===== config.mk =====
export PLATFORM = sky130hd
export DESIGN_NAME = utf8_validator_no_combining
export DESIGN_NICKNAME = d
export VERILOG_FILES = /design/src/design/utf8v_pkg.sv /design/src/design/utf8v_step.sv /design/src/design/utf8_validator_no_combining.sv
export SDC_FILE = /design/constraint.sdc
export NUM_CORES = 1
export LEC_CHECK = 0
export BUFFER_PORTS_ARGS = -buffer_cell sky130_fd_sc_hd__buf_4
export CAP_MARGIN = 10
export CELL_PAD_IN_SITES_DETAIL_PLACEMENT = 0
export CELL_PAD_IN_SITES_GLOBAL_PLACEMENT = 1
export CORE_UTILIZATION = 44
export CTS_CLUSTER_DIAMETER = 120
export CTS_CLUSTER_SIZE = 25
export DETAILED_ROUTE_END_ITERATION = 8
export PLACE_DENSITY_LB_ADDON = 0.1
export SLEW_MARGIN = 10
export SYNTH_ARGS = -nofsm -noshare
export SYNTH_HDL_FRONTEND = slang
export SYNTH_SLANG_ARGS = --single-unit

===== constraint.sdc =====
create_clock -name clk -period 2.55 [get_ports clk]
set_input_delay 0.255 -clock clk [delete_from_list [all_inputs] [get_ports clk]]
set_output_delay 0.255 -clock clk [all_outputs]
set_load 0.01 [all_outputs]

===== src/design/utf8v_pkg.sv =====
// ----------------------------------------------------------------------------
// utf8v_pkg: shared types for the UTF-8 validator
// Holds the decoder state record that the top level stores and the step
// logic updates.
// ----------------------------------------------------------------------------
package utf8v_pkg;

	localparam int unsigned CpWidth = 21;

	typedef struct packed {
		logic [1:0]         bytes_left;
		logic [2:0]         seq_length;
		logic [CpWidth-1:0] code_point;
		logic               failed;
	} utf8v_state_t;

	localparam utf8v_state_t StateReset = '{
		bytes_left: 2'd0,
		seq_length: 3'd0,
		code_point: '0,
		failed:     1'b0
	};

endpackage


===== src/design/utf8v_step.sv =====
// ----------------------------------------------------------------------------
// utf8v_step: next-state logic for one byte of the string
// Decodes a lead or continuation byte, accumulates the code point and checks
// for overlong forms, surrogates, out-of-range values and combining marks.
// ----------------------------------------------------------------------------
module utf8v_step (
	input  utf8v_pkg::utf8v_state_t cur,
	input  logic [7:0]              text_byte,
	input  logic                    has_byte,
	input  logic                    last,
	output utf8v_pkg::utf8v_state_t nxt,
	output logic                    verdict
);
	import utf8v_pkg::*;

	localparam logic [CpWidth-1:0] Mark0Lo = 21'h000300;
	localparam logic [CpWidth-1:0] Mark0Hi = 21'h00036F;
	localparam logic [CpWidth-1:0] Mark1Lo = 21'h001AB0;
	localparam logic [CpWidth-1:0] Mark1Hi = 21'h001AFF;
	localparam logic [CpWidth-1:0] Mark2Lo = 21'h001DC0;
	localparam logic [CpWidth-1:0] Mark2Hi = 21'h001DFF;
	localparam logic [CpWidth-1:0] Mark3Lo = 21'h0020D0;
	localparam logic [CpWidth-1:0] Mark3Hi = 21'h0020FF;
	localparam logic [CpWidth-1:0] Mark4Lo = 21'h00FE20;
	localparam logic [CpWidth-1:0] Mark4Hi = 21'h00FE2F;
	localparam logic [CpWidth-1:0] SurrLo  = 21'h00D800;
	localparam logic [CpWidth-1:0] SurrHi  = 21'h00DFFF;
	localparam logic [CpWidth-1:0] CpMax   = 21'h10FFFF;
	localparam logic [CpWidth-1:0] Min2    = 21'h000080;
	localparam logic [CpWidth-1:0] Min3    = 21'h000800;
	localparam logic [CpWidth-1:0] Min4    = 21'h010000;

	function automatic logic in_mark(input logic [CpWidth-1:0] cp);
		in_mark = (cp >= Mark0Lo && cp <= Mark0Hi) || (cp >= Mark1Lo && cp <= Mark1Hi)
			|| (cp >= Mark2Lo && cp <= Mark2Hi) || (cp >= Mark3Lo && cp <= Mark3Hi)
			|| (cp >= Mark4Lo && cp <= Mark4Hi);
	endfunction

	function automatic logic rejected(input logic [2:0] len, input logic [CpWidth-1:0] cp);
		logic bad;
		bad = in_mark(cp);
		if (len == 3'd2 && cp < Min2) bad = 1'b1;
		if (len == 3'd3 && (cp < Min3 || (cp >= SurrLo && cp <= SurrHi))) bad = 1'b1;
		if (len == 3'd4 && (cp < Min4 || cp > CpMax)) bad = 1'b1;
		rejected = bad;
	endfunction

	utf8v_state_t upd;

	always_comb begin
		upd = cur;
		if (has_byte && !cur.failed) begin
			if (cur.bytes_left == 2'd0) begin
				unique case (text_byte) inside
					[8'h00:8'h7F]: begin
						upd.seq_length = 3'd0;
						upd.code_point = {13'd0, text_byte};
						if (in_mark(upd.code_point)) upd.failed = 1'b1;
					end
					[8'hC2:8'hDF]: begin
						upd.seq_length = 3'd2;
						upd.bytes_left = 2'd1;
						upd.code_point = {16'd0, text_byte[4:0]};
					end
					[8'hE0:8'hEF]: begin
						upd.seq_length = 3'd3;
						upd.bytes_left = 2'd2;
						upd.code_point = {17'd0, text_byte[3:0]};
					end
					[8'hF0:8'hF4]: begin
						upd.seq_length = 3'd4;
						upd.bytes_left = 2'd3;
						upd.code_point = {18'd0, text_byte[2:0]};
					end
					default: upd.failed = 1'b1;
				endcase
			end else if (text_byte[7:6] != 2'b10) begin
				upd.failed = 1'b1;
			end else begin
				upd.code_point = {cur.code_point[CpWidth-7:0], text_byte[5:0]};
				upd.bytes_left = cur.bytes_left - 2'd1;
				if (upd.bytes_left == 2'd0) begin
					if (rejected(cur.seq_length, upd.code_point)) upd.failed = 1'b1;
					upd.seq_length = 3'd0;
				end
			end
		end
	end

	// The verdict uses the state after this byte; a last item then restarts.
	assign verdict = !upd.failed && (upd.bytes_left == 2'd0);
	assign nxt     = last ? StateReset : upd;

endmodule


===== src/design/utf8_validator_no_combining.sv =====
// ----------------------------------------------------------------------------
// utf8_validator_no_combining: streaming UTF-8 checker without combining marks
// Registers each byte, runs it through the decoder and returns a verdict
// for every string on the transfer marked last.
// ----------------------------------------------------------------------------
// The block takes one byte per transfer on the slave side and sustains one
// transfer per clock while its input is not stalled. Each byte is held in the
// input register, where the decoder works on it, and the decoder state and
// result registers load when it moves on, so a string's verdict reaches the
// master side from the result register, behind the input register. Only
// transfers with tlast high produce a result; tdata bit 0 is 1 when the
// whole string is well-formed UTF-8 that holds no combining mark. An
// end-only transfer (tuser low) closes the string without adding a byte, so
// a lone end-only transfer reports an empty, valid string. Once any error
// is seen the string stays failed until its end. Back-pressure stalls the
// input only when a verdict is waiting in the result register and the next
// registered item also ends a string.
module utf8_validator_no_combining (
	input  logic       clk,
	input  logic       arst_n,
	input  logic       s_tvalid,
	output logic       s_tready,
	input  logic [7:0] s_tdata,  // [7:0] text_byte
	input  logic       s_tuser,  // [0] has_byte
	input  logic       s_tlast,  // last
	output logic       m_tvalid,
	input  logic       m_tready,
	output logic [7:0] m_tdata   // [0] valid_res, [7:1] zero
);
	import utf8v_pkg::*;

	// Input register.
	logic       valid_s1;
	logic [7:0] byte_s1;
	logic       has_s1;
	logic       last_s1;

	// Decoder state and result register.
	utf8v_state_t state_q;
	utf8v_state_t state_nxt;
	logic         verdict;
	logic         out_valid_q;
	logic         out_res_q;

	// A registered item moves on unless it ends a string while the result
	// register still holds an untaken verdict.
	logic advance;
	assign advance  = valid_s1 && (!last_s1 || !out_valid_q || m_tready);
	assign s_tready = !valid_s1 || advance;

	always_ff @(posedge clk or negedge arst_n) begin
		if (!arst_n) begin
			valid_s1 <= 1'b0;
		end else if (s_tready) begin
			valid_s1 <= s_tvalid;
		end
	end

	always_ff @(posedge clk) begin
		if (s_tready && s_tvalid) begin
			byte_s1 <= s_tdata;
			has_s1  <= s_tuser;
			last_s1 <= s_tlast;
		end
	end

	utf8v_step u_step (
		.cur       (state_q),
		.text_byte (byte_s1),
		.has_byte  (has_s1),
		.last      (last_s1),
		.nxt       (state_nxt),
		.verdict   (verdict)
	);

	always_ff @(posedge clk or negedge arst_n) begin
		if (!arst_n) begin
			state_q <= StateReset;
		end else if (advance) begin
			state_q <= state_nxt;
		end
	end

	always_ff @(posedge clk or negedge arst_n) begin
		if (!arst_n) begin
			out_valid_q <= 1'b0;
		end else if (advance && last_s1) begin
			out_valid_q <= 1'b1;
		end else if (m_tready) begin
			out_valid_q <= 1'b0;
		end
	end

	always_ff @(posedge clk) begin
		if (advance && last_s1) begin
			out_res_q <= verdict;
		end
	end

	assign m_tvalid = out_valid_q;
	assign m_tdata  = {7'd0, out_res_q};

endmodule


**After elaboration in Yosys (flattened, before gate mapping)**

Cells that the tools add are included.

- Add/subtract/negate cells: 1
- Order comparisons: 24
- Eq/ne operators: 6
- Mux-type cells: 20
- Reduce and logical (&&, ||, !) cells: 41

Operators by type and width:

| operator | number |
|---|---|
| 24-bit one-hot mux with 4 select lines | 1 |
| 27-bit 2-to-1 mux | 3 |
| 21-bit by 13-bit >= comparator with 1-bit output (second input constant) | 2 |
| 21-bit by 16-bit >= comparator with 1-bit output (second input constant) | 2 |
| 21-bit by 13-bit <= comparator with 1-bit output (second input constant) | 2 |
| 21-bit by 16-bit <= comparator with 1-bit output (second input constant) | 2 |
| 26-bit 2-to-1 mux | 1 |
| 8-bit >= comparator (second input constant) | 3 |
| 8-bit <= comparator (second input constant) | 3 |
| 21-bit by 10-bit >= comparator with 1-bit output (second input constant) | 1 |
| 21-bit by 14-bit >= comparator with 1-bit output (second input constant) | 1 |
| 21-bit greater-than comparator (second input constant) | 1 |
| 21-bit by 10-bit <= comparator with 1-bit output (second input constant) | 1 |
| 21-bit by 14-bit <= comparator with 1-bit output (second input constant) | 1 |
| 21-bit by 12-bit less-than comparator with 1-bit output (second input constant) | 1 |
| 21-bit by 17-bit less-than comparator with 1-bit output (second input constant) | 1 |
| 21-bit by 8-bit less-than comparator with 1-bit output (second input constant) | 1 |
| 1-bit logical AND | 18 |
| 1-bit 2-to-1 mux | 13 |
| 1-bit logical OR | 9 |
| 8-bit by 1-bit >= comparator with 1-bit output (second input constant) | 1 |
| 8-bit by 7-bit <= comparator with 1-bit output (second input constant) | 1 |
| 3-bit by 2-bit == test with 1-bit output (second input constant) | 2 |
| 2-bit logical NOT | 3 |
| other kinds (13) | 18 |

- Flip-flop bits (word level): 34
- Input bits: 14
- Output and inout bits: 10
- Logic and storage cells: 102

**Logic depth before layout (Yosys ltp)**

Gate-level depths: netlist of the first run.

- Word-level depth: 20
- Gate-level depth with buffers: 9
- Mapped depth without buffers: 8

**Hierarchy**

A second synthesis of the first run with hierarchy kept.

- Cell total of the unflattened synthesis: 327
- Area total of the unflattened synthesis: 3074.2 sq um

By module, submodules not included:

| module | instances | cells each | area an instance (sq um) | seq. area each (sq um) |
|---|---|---|---|---|
| utf8_validator_no_combining | 1 | 184 | 2112.0 | 1056.0 |
| utf8v_step | 1 | 143 | 962.2 | 0.0 |

**Least setup slack after synthesis of the first run**

OpenSTA, ideal clock, no wires.

- Path kind: flip-flop to flip-flop
- Start point: register state_q[9] (netlist bit)
- End point: register out_res_q, data pin
- Library setup time: 255 ps
- Arrival time: 1819 ps
- Required time: 2295 ps
- Slack: 476 ps
- Cell stages (with the launch flop): 7
- Path buffers: 0
- Clock period less this slack: 2074 ps
- Cells stage by stage: dfrtp_1 > or4_2 > nor4_1 > nand3b_1 > a311oi_1 > a211o_2 > a21oi_1

- Cells in the longest elaborated chain, start to end: 20
- Elaborated cells on any way between the ends: 45
- Classes of those cells: order compare: 16; mux: 12; reduce/logical: 17

RTL lines:

| element | RTL line | source |
|---|---|---|
| start, declared | utf8_validator_no_combining.sv:39 | `utf8v_state_t state_q;` |
| start signal, assigned | utf8_validator_no_combining.sv:78 | `state_q <= StateReset;` |
| start signal, assigned | utf8_validator_no_combining.sv:80 | `state_q <= state_nxt;` |
| 21-bit by 10-bit >= comparator with 1-bit output, or another cell as far along | utf8v_step.sv:34 | `in_mark = (cp >= Mark0Lo && cp <= Mark0Hi) \|\| (cp >= Mark1Lo && cp <= Mark1Hi)` |
| 1-bit logical AND | utf8v_step.sv:34 |  |
| 1-bit logical OR | utf8v_step.sv:34 |  |
| 1-bit logical OR (2 in a row) | utf8v_step.sv:35 | `\|\| (cp >= Mark2Lo && cp <= Mark2Hi) \|\| (cp >= Mark3Lo && cp <= Mark3Hi)` |
| 1-bit logical OR | utf8v_step.sv:36 | `\|\| (cp >= Mark4Lo && cp <= Mark4Hi);` |
| 1-bit 2-to-1 mux | utf8v_step.sv:42 | `if (len == 3'd2 && cp < Min2) bad = 1'b1;` |
| 1-bit 2-to-1 mux | utf8v_step.sv:43 | `if (len == 3'd3 && (cp < Min3 \|\| (cp >= SurrLo && cp <= SurrHi))) bad = 1'b1;` |
| 1-bit 2-to-1 mux (*) | utf8v_step.sv:44 | `if (len == 3'd4 && (cp < Min4 \|\| cp > CpMax)) bad = 1'b1;` |
| [4 not listed] | - |  |
| 1-bit 2-to-1 mux (*) | utf8v_step.sv:83 | `if (rejected(cur.seq_length, upd.code_point)) upd.failed = 1'b1;` |
| 1-bit 2-to-1 mux (*) | utf8v_step.sv:82 | `if (upd.bytes_left == 2'd0) begin` |
| 1-bit 2-to-1 mux (*) | utf8v_step.sv:77 | `end else if (text_byte[7:6] != 2'b10) begin` |
| 27-bit 2-to-1 mux (*) | utf8v_step.sv:53 | `if (cur.bytes_left == 2'd0) begin` |
| 27-bit 2-to-1 mux (*) | utf8v_step.sv:52 | `if (has_byte && !cur.failed) begin` |
| 1-bit logical NOT (*) | utf8v_step.sv:91 | `assign verdict = !upd.failed && (upd.bytes_left == 2'd0);` |
| 1-bit logical AND (*) | utf8v_step.sv:91 |  |
| via u_step.verdict | utf8v_step.sv:12 | `output logic verdict` |
| end signal, assigned | utf8_validator_no_combining.sv:96 | `out_res_q <= verdict;` |
| end, declared | utf8_validator_no_combining.sv:43 | `logic out_res_q;` |

The timed path passes the listed nets; every way through them passes the cells marked *. The select of a mux whose other input is x is not followed.
A chain may end at the register's enable or synchronous reset.

**Worst setup path in the final report of the first run**

Same ends and word-level chain as after synthesis.

==> results of run 1 <==
-- flip-flops by register name, summed over array words and instances (netlist names) --
name       flops
state_q       21
byte_s1        8
last_s1        1
m_tvalid       1
out_res_q      1
valid_s1       1
has_s1         1
-- worst paths after layout --
kind,end,cells after the start
min reg2reg,state_q[1],1
min,byte_s1[7],1
max in group asynchronous,state_q[3],2
min in group asynchronous,state_q[13],2
max,out_res_q,6
max reg2reg,out_res_q,6
-- stage by stage --
stage	cell area (µm²)	std cells
after floorplan	1830	178
after global placement	1950	232
final	2100	241
after detailed placement	1950	232
after global routing	2100	241
after CTS	2100	241
-- report_power, final --
part	switching (W)	internal, W	leakage [nW]
Combinational	0.000168	0.000124	0.401
Sequential	0.0000626	0.000612	0.420
Clock	0.000200	0.000378	0.0696
Total	0.000431	0.00111	0.890
-- Yosys cell counts (all sizes together) (2+ instances only) --
| master | number |
|---|---|
| nand2b | 4 |
| ha | 2 |
| nor4b | 2 |
| a311oi | 2 |
| o21ai | 11 |
| o41ai | 3 |
| dfrtp | 23 |
| clkbuf | 4 |
| nand2 | 12 |
| nor2 | 9 |
| or4 | 2 |
| and2 | 3 |
| edfxtp | 11 |
| nor3 | 4 |
| nand4b | 2 |
| o211ai | 3 |
| inv | 8 |
| buf | 11 |
| nand3b | 4 |
| a22o | 11 |
| a21oi | 5 |
| nor4 | 2 |
| or4b | 2 |
| o2111ai | 2 |
| nand3 | 7 |
-- cell families after synthesis --
| kind of cell | Yosys count | synth area share |
|---|---|---|
| AND/OR/NAND/NOR | 62 | 0.201 |
| AO/OA/AOI/OAI | 49 | 0.207 |
| flip-flops | 34 | 0.501 |
| buffers and inverters | 23 | 0.0698 |
| adder cells (fa/ha/maj) | 2 | 0.0138 |
| multiplexers | 1 | 0.00553 |
| other | 1 | 0.00207 |
-- per-layer routing --
metal / up-vias / GRT usage
met5: - / 0
met4: 0 / 0.0984
met3: 6 / 0.0586
met2: 45 / 0.371
met1: 683 / 0.265
li1: 681 / -
-- repair_timing --
| item | CTS | global route |
|---|---|---|
| setup buffers | 0 | 0 |
| hold buffers | 1 | 0 |
| endpoints found under the hold margin | 23 | 0 |
| endpoints found under the setup margin | 0 | 0 |
-- cell type report --
class | count | share of cell area
clock buffers | 7 | 0.0512
clock inverters | 1 | 0.0143
inverters | 8 | 0.0143
multi-input cells | 121 | 0.381
flip-flops and latches | 34 | 0.431
well taps | 48 | 0.0286
repair buffers | 22 | 0.0798
==> results.sh, run 1 <==
export IMPL_status="finished clean"
export IMPL_num_rows=22
export IMPL_power_density_nw_per_um2=735
export IMPL_die_area_um2=4370
export IMPL_antenna_found_initial=0
export IMPL_reg2reg_slack_ns=0.23
export IMPL_route_met2_wl_um=2000
export IMPL_yosys_warnings=0
export IMPL_dieHeight_um=66.1
export IMPL_rsz0062_at_grt="false"
export IMPL_syn_mean_instance_area_um2=10.5
export IMPL_startpoint="state_q[9]"
export IMPL_setup_viol=0
export IMPL_overflow=0
export IMPL_ys_types=54
export IMPL_ant_nets=0
export IMPL_dieWidth_um=66.1
export IMPL_crit_fanout=5
export IMPL_n_fill_cell=344
export IMPL_nNetsFinal=208
export IMPL_grt_pass1_vias=1525
export IMPL_synthCells=172
export IMPL_insertion_delay_ns=0.28
export IMPL_required_ns=2.59
export IMPL_finish_utilization=0.553
export IMPL_min_period_ns=2.32
export IMPL_vias_per_cell=5.87
export IMPL_synth_async_sr_flop_share=0.676
export IMPL_syn_to_final_growth_pct=16.1
export IMPL_yosysSeqAreaShare=0.501
export IMPL_netlist_area_um2=1810
export IMPL_post_dp_hpwl_um=3040
export IMPL_mostFrequentLayoutCells="dfrtp_1, buf_4, nand2_1"
export IMPL_leakagePower_nw=0.890
export IMPL_groute_usage_overall=0.221
export IMPL_timing_rr_start="state_q[9]"
export IMPL_ys_seq_elements=34
export IMPL_cap_violations=0
export IMPL_seq_area_um2=906
export IMPL_total_power_w=0.00154
export IMPL_clock_skew_ns=0.00811
export IMPL_met3_length_um=157
export IMPL_numClockSinks=34
export IMPL_drt_met1_wl_um=1890
export IMPL_top_layer="met4"
export IMPL_cp_end_kind="register"
export IMPL_initial_utilization=0.476
export IMPL_port_buffer_count=16
export IMPL_ctsLongestPathBuffers=2
export IMPL_cts_max_level=2
export IMPL_multi_input_area_um2=800
export IMPL_post_place_ws_ns=0.241
export IMPL_finalCritPeriodShare=0.911
export IMPL_dr_total_vias=1415
export IMPL_drv_slew=0
export IMPL_drc=0
export IMPL_ys_top_cells_by_area="dfrtp_1, edfxtp_1, a22o_1"
export IMPL_cts_clk_slew_worst_paths_ns=0.07
export IMPL_cts_root_buf="clkbuf_8"
export IMPL_yosys_area_top_type="dfrtp_1"
export IMPL_routedWlPerCell_um=16.9
export IMPL_drive_above_1_share=0.202
export IMPL_fmax_mhz=430
export IMPL_cts_buffers=5
export IMPL_crit_chain="or4_2, nor4_1, nand3b_1, a311oi_1, a211o_2, a21oi_1"
export IMPL_diodes=0
export IMPL_drt_iter0_drc=114
export IMPL_slowest_stage="or4_2"
export IMPL_gp_congestion=0.853
export IMPL_path_class="register to register"
export IMPL_final_common_cell="dfrtp_1"
export IMPL_fin_tns_setup_ns=0
export IMPL_cp_arrival_ns=2.36
export IMPL_fin_hold_ws_ns=0.141
export IMPL_irDropWorstVdd_uv=502
export IMPL_final_hold_viol_count=0
export IMPL_grt_max_degree=24
export IMPL_io_pins=24
export IMPL_fin_ws_ns=0.226
export IMPL_synth_edf_count=11
export IMPL_startpoint_type="register"
export IMPL_core_um2=3800
export IMPL_min_delay_start="s_tdata[7]"
export IMPL_wirelength_um=4080
export IMPL_grt_pass1_wl_um=7080
export IMPL_firstDrtPassIters=4
export IMPL_cts_tree="done"
export IMPL_hold_path_class="input pin to register"
export IMPL_ys_flop_type="dfrtp_1"
export IMPL_path_delay_family="simple AND/OR/NAND/NOR gates"
export IMPL_cts_resized=0
export IMPL_critPathBufInv=0
export IMPL_yosys_area_top_type_share=0.318
export IMPL_crit_path_max_incr_delay_ns=0.69
(Power assumes the default switching activity.)
==> run 2, diff against run 1 <==
Settings changed: CORE_MARGIN set to 2.
==> run 2 against run 1 <==
  * Core utilization shrank 2.5 points
  * Cell count grew 0.41%
  * Critical path depth is the same
  * Critical endpoint unchanged
  * Hold slack lost 0.0031 ns
  * Total power grew 0.12%
  * Via count grew 5.2%
  * Sequential share of layout area grew 0.10 points
  * Largest cell class unchanged
  * Combinational power is essentially flat
==> results.sh, run 2 (synthesis results as in run 1) <==
export IMPL_power_density_nw_per_um2=738
export IMPL_finalCritPeriodShare=0.873
export IMPL_setup_viol=0
export IMPL_dr_total_vias=1488
export IMPL_cts_buffers=5
export IMPL_switching_share=0.280
export IMPL_antenna_found_initial=0
export IMPL_p_clk_frac=0.375
export IMPL_largestRegisters="state_q x21, byte_s1 x8"
export IMPL_required_ns=2.59
export IMPL_startpoint_type="register"
export IMPL_critPathBufInv=0
export IMPL_combinationalPowerShare=0.190
export IMPL_grt_pass1_vias=1374
export IMPL_groute_usage_overall=0.205
export IMPL_ant_nets=0
export IMPL_status="finished clean"
export IMPL_drive_above_1_share=0.198
export IMPL_internal_power_w=0.00111
export IMPL_die_area_um2=4640
export IMPL_grt_max_degree=24
export IMPL_crit_fanout=5
export IMPL_rsz0062_at_grt="false"
export IMPL_final_hold_viol_count=0
export IMPL_hold_path_class="input pin to register"
export IMPL_irDropWorstVdd_uv=357
export IMPL_fin_tns_setup_ns=0
export IMPL_gp_congestion=0.827
export IMPL_clock_skew_ns=0.00483
export IMPL_port_buffer_count=16
export IMPL_final_common_cell="dfrtp_1"
export IMPL_slowest_stage="or4_2"
export IMPL_mostFrequentLayoutCells="dfrtp_1, buf_4, nand2_1"
export IMPL_dieWidth_um=68.1
export IMPL_largest_reg_flops=21
export IMPL_initial_utilization=0.456
export IMPL_routedWlPerCell_um=17.3
export IMPL_cts_tree="done"
export IMPL_insertion_delay_ns=0.29
export IMPL_fmax_mhz=449
export IMPL_min_period_ns=2.23
export IMPL_seq_power_share=0.435
export IMPL_overflow=0
export IMPL_path_delay_family="simple AND/OR/NAND/NOR gates"
export IMPL_cp_end_kind="register"
export IMPL_num_rows=23
export IMPL_cp_arrival_ns=2.27
export IMPL_fin_cells=242
export IMPL_grt_pass1_wl_um=6720
export IMPL_crit_chain="or4_2, nor4_1, nand3b_1, a311oi_1, a211o_2, a21oi_1"
export IMPL_fin_hold_ws_ns=0.138
export IMPL_numClockSinks=34
export IMPL_drv_slew=0
export IMPL_p_sw_w=0.000433
export IMPL_dieHeight_um=68.1
export IMPL_path_class="register to register"
export IMPL_total_power_w=0.00155
export IMPL_cts_root_buf="clkbuf_8"
export IMPL_nNetsFinal=207
export IMPL_post_dp_hpwl_um=3080
export IMPL_core_um2=3970
export IMPL_drc=0
export IMPL_drt_iter0_drc=149
export IMPL_crit_path_max_incr_delay_ns=0.69
export IMPL_syn_to_final_growth_pct=15.8
export IMPL_n_fill_cell=357
export IMPL_cts_resized=0
export IMPL_firstDrtPassIters=4
export IMPL_io_pins=24
export IMPL_finish_utilization=0.528
export IMPL_leakagePower_nw=0.885
export IMPL_cap_violations=0
export IMPL_wirelength_um=4190
export IMPL_ctsLongestPathBuffers=2
export IMPL_postCtsSetupRepairBufs=0
export IMPL_top_register="state_q"
export IMPL_diodes=0
export IMPL_placedCellCount=233
export IMPL_ctsHoldBuffers=1
export IMPL_vias_per_cell=6.15
export IMPL_cts_clk_slew_worst_paths_ns=0.07
export IMPL_cts_max_level=2
-- run 2: cell types whose count changed in the layout (fill, tap and decap cells not counted), sizes merged --
cell,previous run,this run
buf,21,20
-- run 2: path summary, 6_finish.rpt --
check / start / endpoint / slack [ns] / cells past startpoint
worst max-delay path: state_q[9] / out_res_q / 0.32 / 6
worst min-delay path: s_tuser / has_s1 / 0.14 / 1
worst max register to register: state_q[9] / out_res_q / 0.32 / 6
worst min register to register: byte_s1[0] / state_q[1] / 0.50 / 1
max in group asynchronous: arst_n / state_q[25] / 1.90 / 2
min in group asynchronous: arst_n / state_q[10] / 0.39 / 2
-- run 2: power by group through the flow --
stage	logic [W]	clock network (W)	registers (W)
floorplan	0.000220	0	0.000659
global placement	0.000282	0	0.000684
CTS	0.000292	0.000592	0.000671
finish	0.000293	0.000580	0.000673
global route	0.000327	0.000615	0.000681
detailed placement	0.000289	0	0.000682
-- run 2: per-layer routing --
layer / vias to the layer above / track usage / part of all wire
li1: 682 / - / -
met1: 738 / 0.261 / 0.44
met2: 55 / 0.316 / 0.48
met3: 13 / 0.0592 / 0.050
met4: 0 / 0.108 / 0.028
met5: - / 0 / 0
-- run 2: layout make-up --
class                           count  area [µm²]  share of cell area
Timing Repair Buffer               21         160              0.0764
Tap cell                           50        62.6              0.0299
Sequential cell                    34         906               0.432
Multi-Input combinational cell    121         800               0.381
Clock buffer                        7         108              0.0513
Inverter                            8        30.0              0.0143
Clock inverter                      1        30.0              0.0143
-- run 2: stage by stage --
step,cell area [µm²],worst slack (ns)
6_report,2100,0.324
5_1_grt,2100,0.142
4_1_cts,2100,0.317
3_5_place_dp,1950,0.325
3_3_place_gp,1950,0.359
2_1_floorplan,1830,0.476
-- run 2: worst register-to-register path: stages, from the launching register on --
cell and delay [ns]:
dfrtp_1 0.42, or4_2 0.69, nor4_1 0.27, nand3b_1 0.12, a311oi_1 0.26, a211o_2 0.15, a21oi_1 0.06
==> run 3, diff against run 2 <==
Settings changed: CORE_UTILIZATION 44 to 30, CTS_BUF_LIST set to sky130_fd_sc_hd__clkbuf_4.
==> run 3 against run 2 <==
  * Sequential share of layout area grew 0.68 points
  * Sequential cell count is the same
  * Total power shrank 16%
  * Clock power shrank 45%
  * Hold slack lost 0.062 ns
  * Critical endpoint unchanged
  * Critical path depth is the same
  * Non-clock buffer count grew 2
==> results.sh, run 3 (synthesis results as in run 1) <==
export IMPL_final_hold_viol_count=0
export IMPL_finish_utilization=0.351
export IMPL_clock_skew_ns=0.0108
export IMPL_status="finished clean"
export IMPL_cp_end_kind="register"
export IMPL_cts_resized=0
export IMPL_cts_max_level=2
export IMPL_combinationalPowerShare=0.232
export IMPL_fmax_mhz=438
export IMPL_p_clk_frac=0.245
export IMPL_largestRegisters="state_q x21, byte_s1 x8"
export IMPL_p_sw_w=0.000436
export IMPL_top_register="state_q"
export IMPL_ant_nets=0
export IMPL_setup_viol=0
export IMPL_antenna_found_initial=0
export IMPL_nNetsFinal=209
export IMPL_path_class="register to register"
export IMPL_post_place_ws_ns=0.286
export IMPL_required_ns=2.65
export IMPL_dieWidth_um=81.7
export IMPL_cp_arrival_ns=2.38
export IMPL_cts_root_buf="clkbuf_4"
export IMPL_post_dp_hpwl_um=3410
export IMPL_fin_tns_setup_ns=0
export IMPL_rsz0062_at_grt="false"
export IMPL_insertion_delay_ns=0.35
export IMPL_total_power_w=0.00129
export IMPL_dr_total_vias=1464
export IMPL_fin_cells=269
export IMPL_grt_max_degree=24
export IMPL_power_density_nw_per_um2=626
export IMPL_core_um2=5890
export IMPL_finalCritPeriodShare=0.896
export IMPL_cap_violations=0
export IMPL_min_period_ns=2.28
export IMPL_port_buffer_count=16
export IMPL_fin_ws_ns=0.266
export IMPL_placedCellCount=260
export IMPL_crit_fanout=5
export IMPL_irDropWorstVdd_uv=331
export IMPL_final_common_cell="dfrtp_1"
export IMPL_startpoint_type="register"
export IMPL_wirelength_um=4580
export IMPL_cts_tree="done"
export IMPL_cts_buffers=5
export IMPL_dieHeight_um=81.7
export IMPL_switching_share=0.337
export IMPL_internal_power_w=0.000857
export IMPL_drive_above_1_share=0.206
export IMPL_io_pins=24
export IMPL_grt_pass1_vias=1439
export IMPL_drc=0
export IMPL_drv_slew=0
export IMPL_largest_reg_flops=21
export IMPL_initial_utilization=0.307
export IMPL_groute_usage_overall=0.150
export IMPL_cts_clk_slew_worst_paths_ns=0.11
export IMPL_diodes=0
export IMPL_vias_per_cell=5.44
export IMPL_drt_iter0_drc=104
export IMPL_overflow=0
export IMPL_gp_congestion=0.851
export IMPL_firstDrtPassIters=4
export IMPL_die_area_um2=6670
export IMPL_routedWlPerCell_um=17.0
export IMPL_num_rows=28
export IMPL_mostFrequentLayoutCells="dfrtp_1, buf_4, nand2_1"
export IMPL_hold_path_class="input pin to register"
export IMPL_seq_power_share=0.523
export IMPL_leakagePower_nw=0.861
export IMPL_grt_pass1_wl_um=7410
export IMPL_numClockSinks=34
export IMPL_ctsLongestPathBuffers=2
export IMPL_syn_to_final_growth_pct=14.0
run 3: changes by cell type in the layout (fill, tap and decap cells not counted), sizes merged:
cell	before	now
buf	20	22
bufinv	1	0
clkbuf	7	6
clkinv	0	2
run 3: critical path: stages, from the launching register on:
cell      delay (ns)
dfrtp_1         0.45
or4_2           0.68
nor4_1          0.31
nand3b_1        0.13
a311oi_1        0.26
a211o_2         0.15
a21oi_1         0.07
run 3: layout make-up:
type / count / area [µm²]
clock buffer: 6 / 45.0
timing repair buffer: 23 / 175
clock inverter: 2 / 13.8
sequential: 34 / 906
inverter: 8 / 30.0
fill: 602 / 3820
tap: 75 / 93.8
multi-input combinational: 121 / 800
run 3: per-layer routing:
layer / share of wire / global-route usage
met2: 0.47 / 0.230
met3: 0.036 / 0.0308
met5: 0 / 0
met4: 0.022 / 0.0750
met1: 0.47 / 0.201
run 3: power groups by stage:
stage / Clock (W) / Sequential (W) / Combinational, W
3_5_place_dp: 0 / 0.000685 / 0.000296
6_report: 0.000317 / 0.000676 / 0.000299
5_1_grt: 0.000357 / 0.000683 / 0.000337
3_3_place_gp: 0 / 0.000684 / 0.000291
4_1_cts: 0.000330 / 0.000674 / 0.000301
2_1_floorplan: 0 / 0.000659 / 0.000220
run 3: path summary, 6_finish.rpt:
kind                                 start           to  slack, ns  depth (start not counted)
max in group asynchronous           arst_n  state_q[24]       1.97                          2
worst max register to register  state_q[7]    out_res_q       0.27                          6
min in group asynchronous           arst_n  state_q[10]       0.33                          2
worst max-delay path            state_q[7]    out_res_q       0.27                          6
worst min-delay path            s_tdata[5]   byte_s1[5]       0.08                          1
worst min register to register  byte_s1[0]   state_q[1]       0.51                          1
run 3: timing repair:
| item | in CTS | in global routing |
|---|---|---|
| hold buffers | 1 | 0 |
| endpoints found under the hold margin | 23 | 0 |
| buffers inserted | 0 | 0 |
run 3: per-stage QoR:
stage,area [µm²],hold WS (ns)
floorplan,1830,-0.0406
global placement,1990,0.172
detailed placement,1990,0.183
CTS,2060,0.0654
global route,2060,0.0552
finish,2060,0.0758
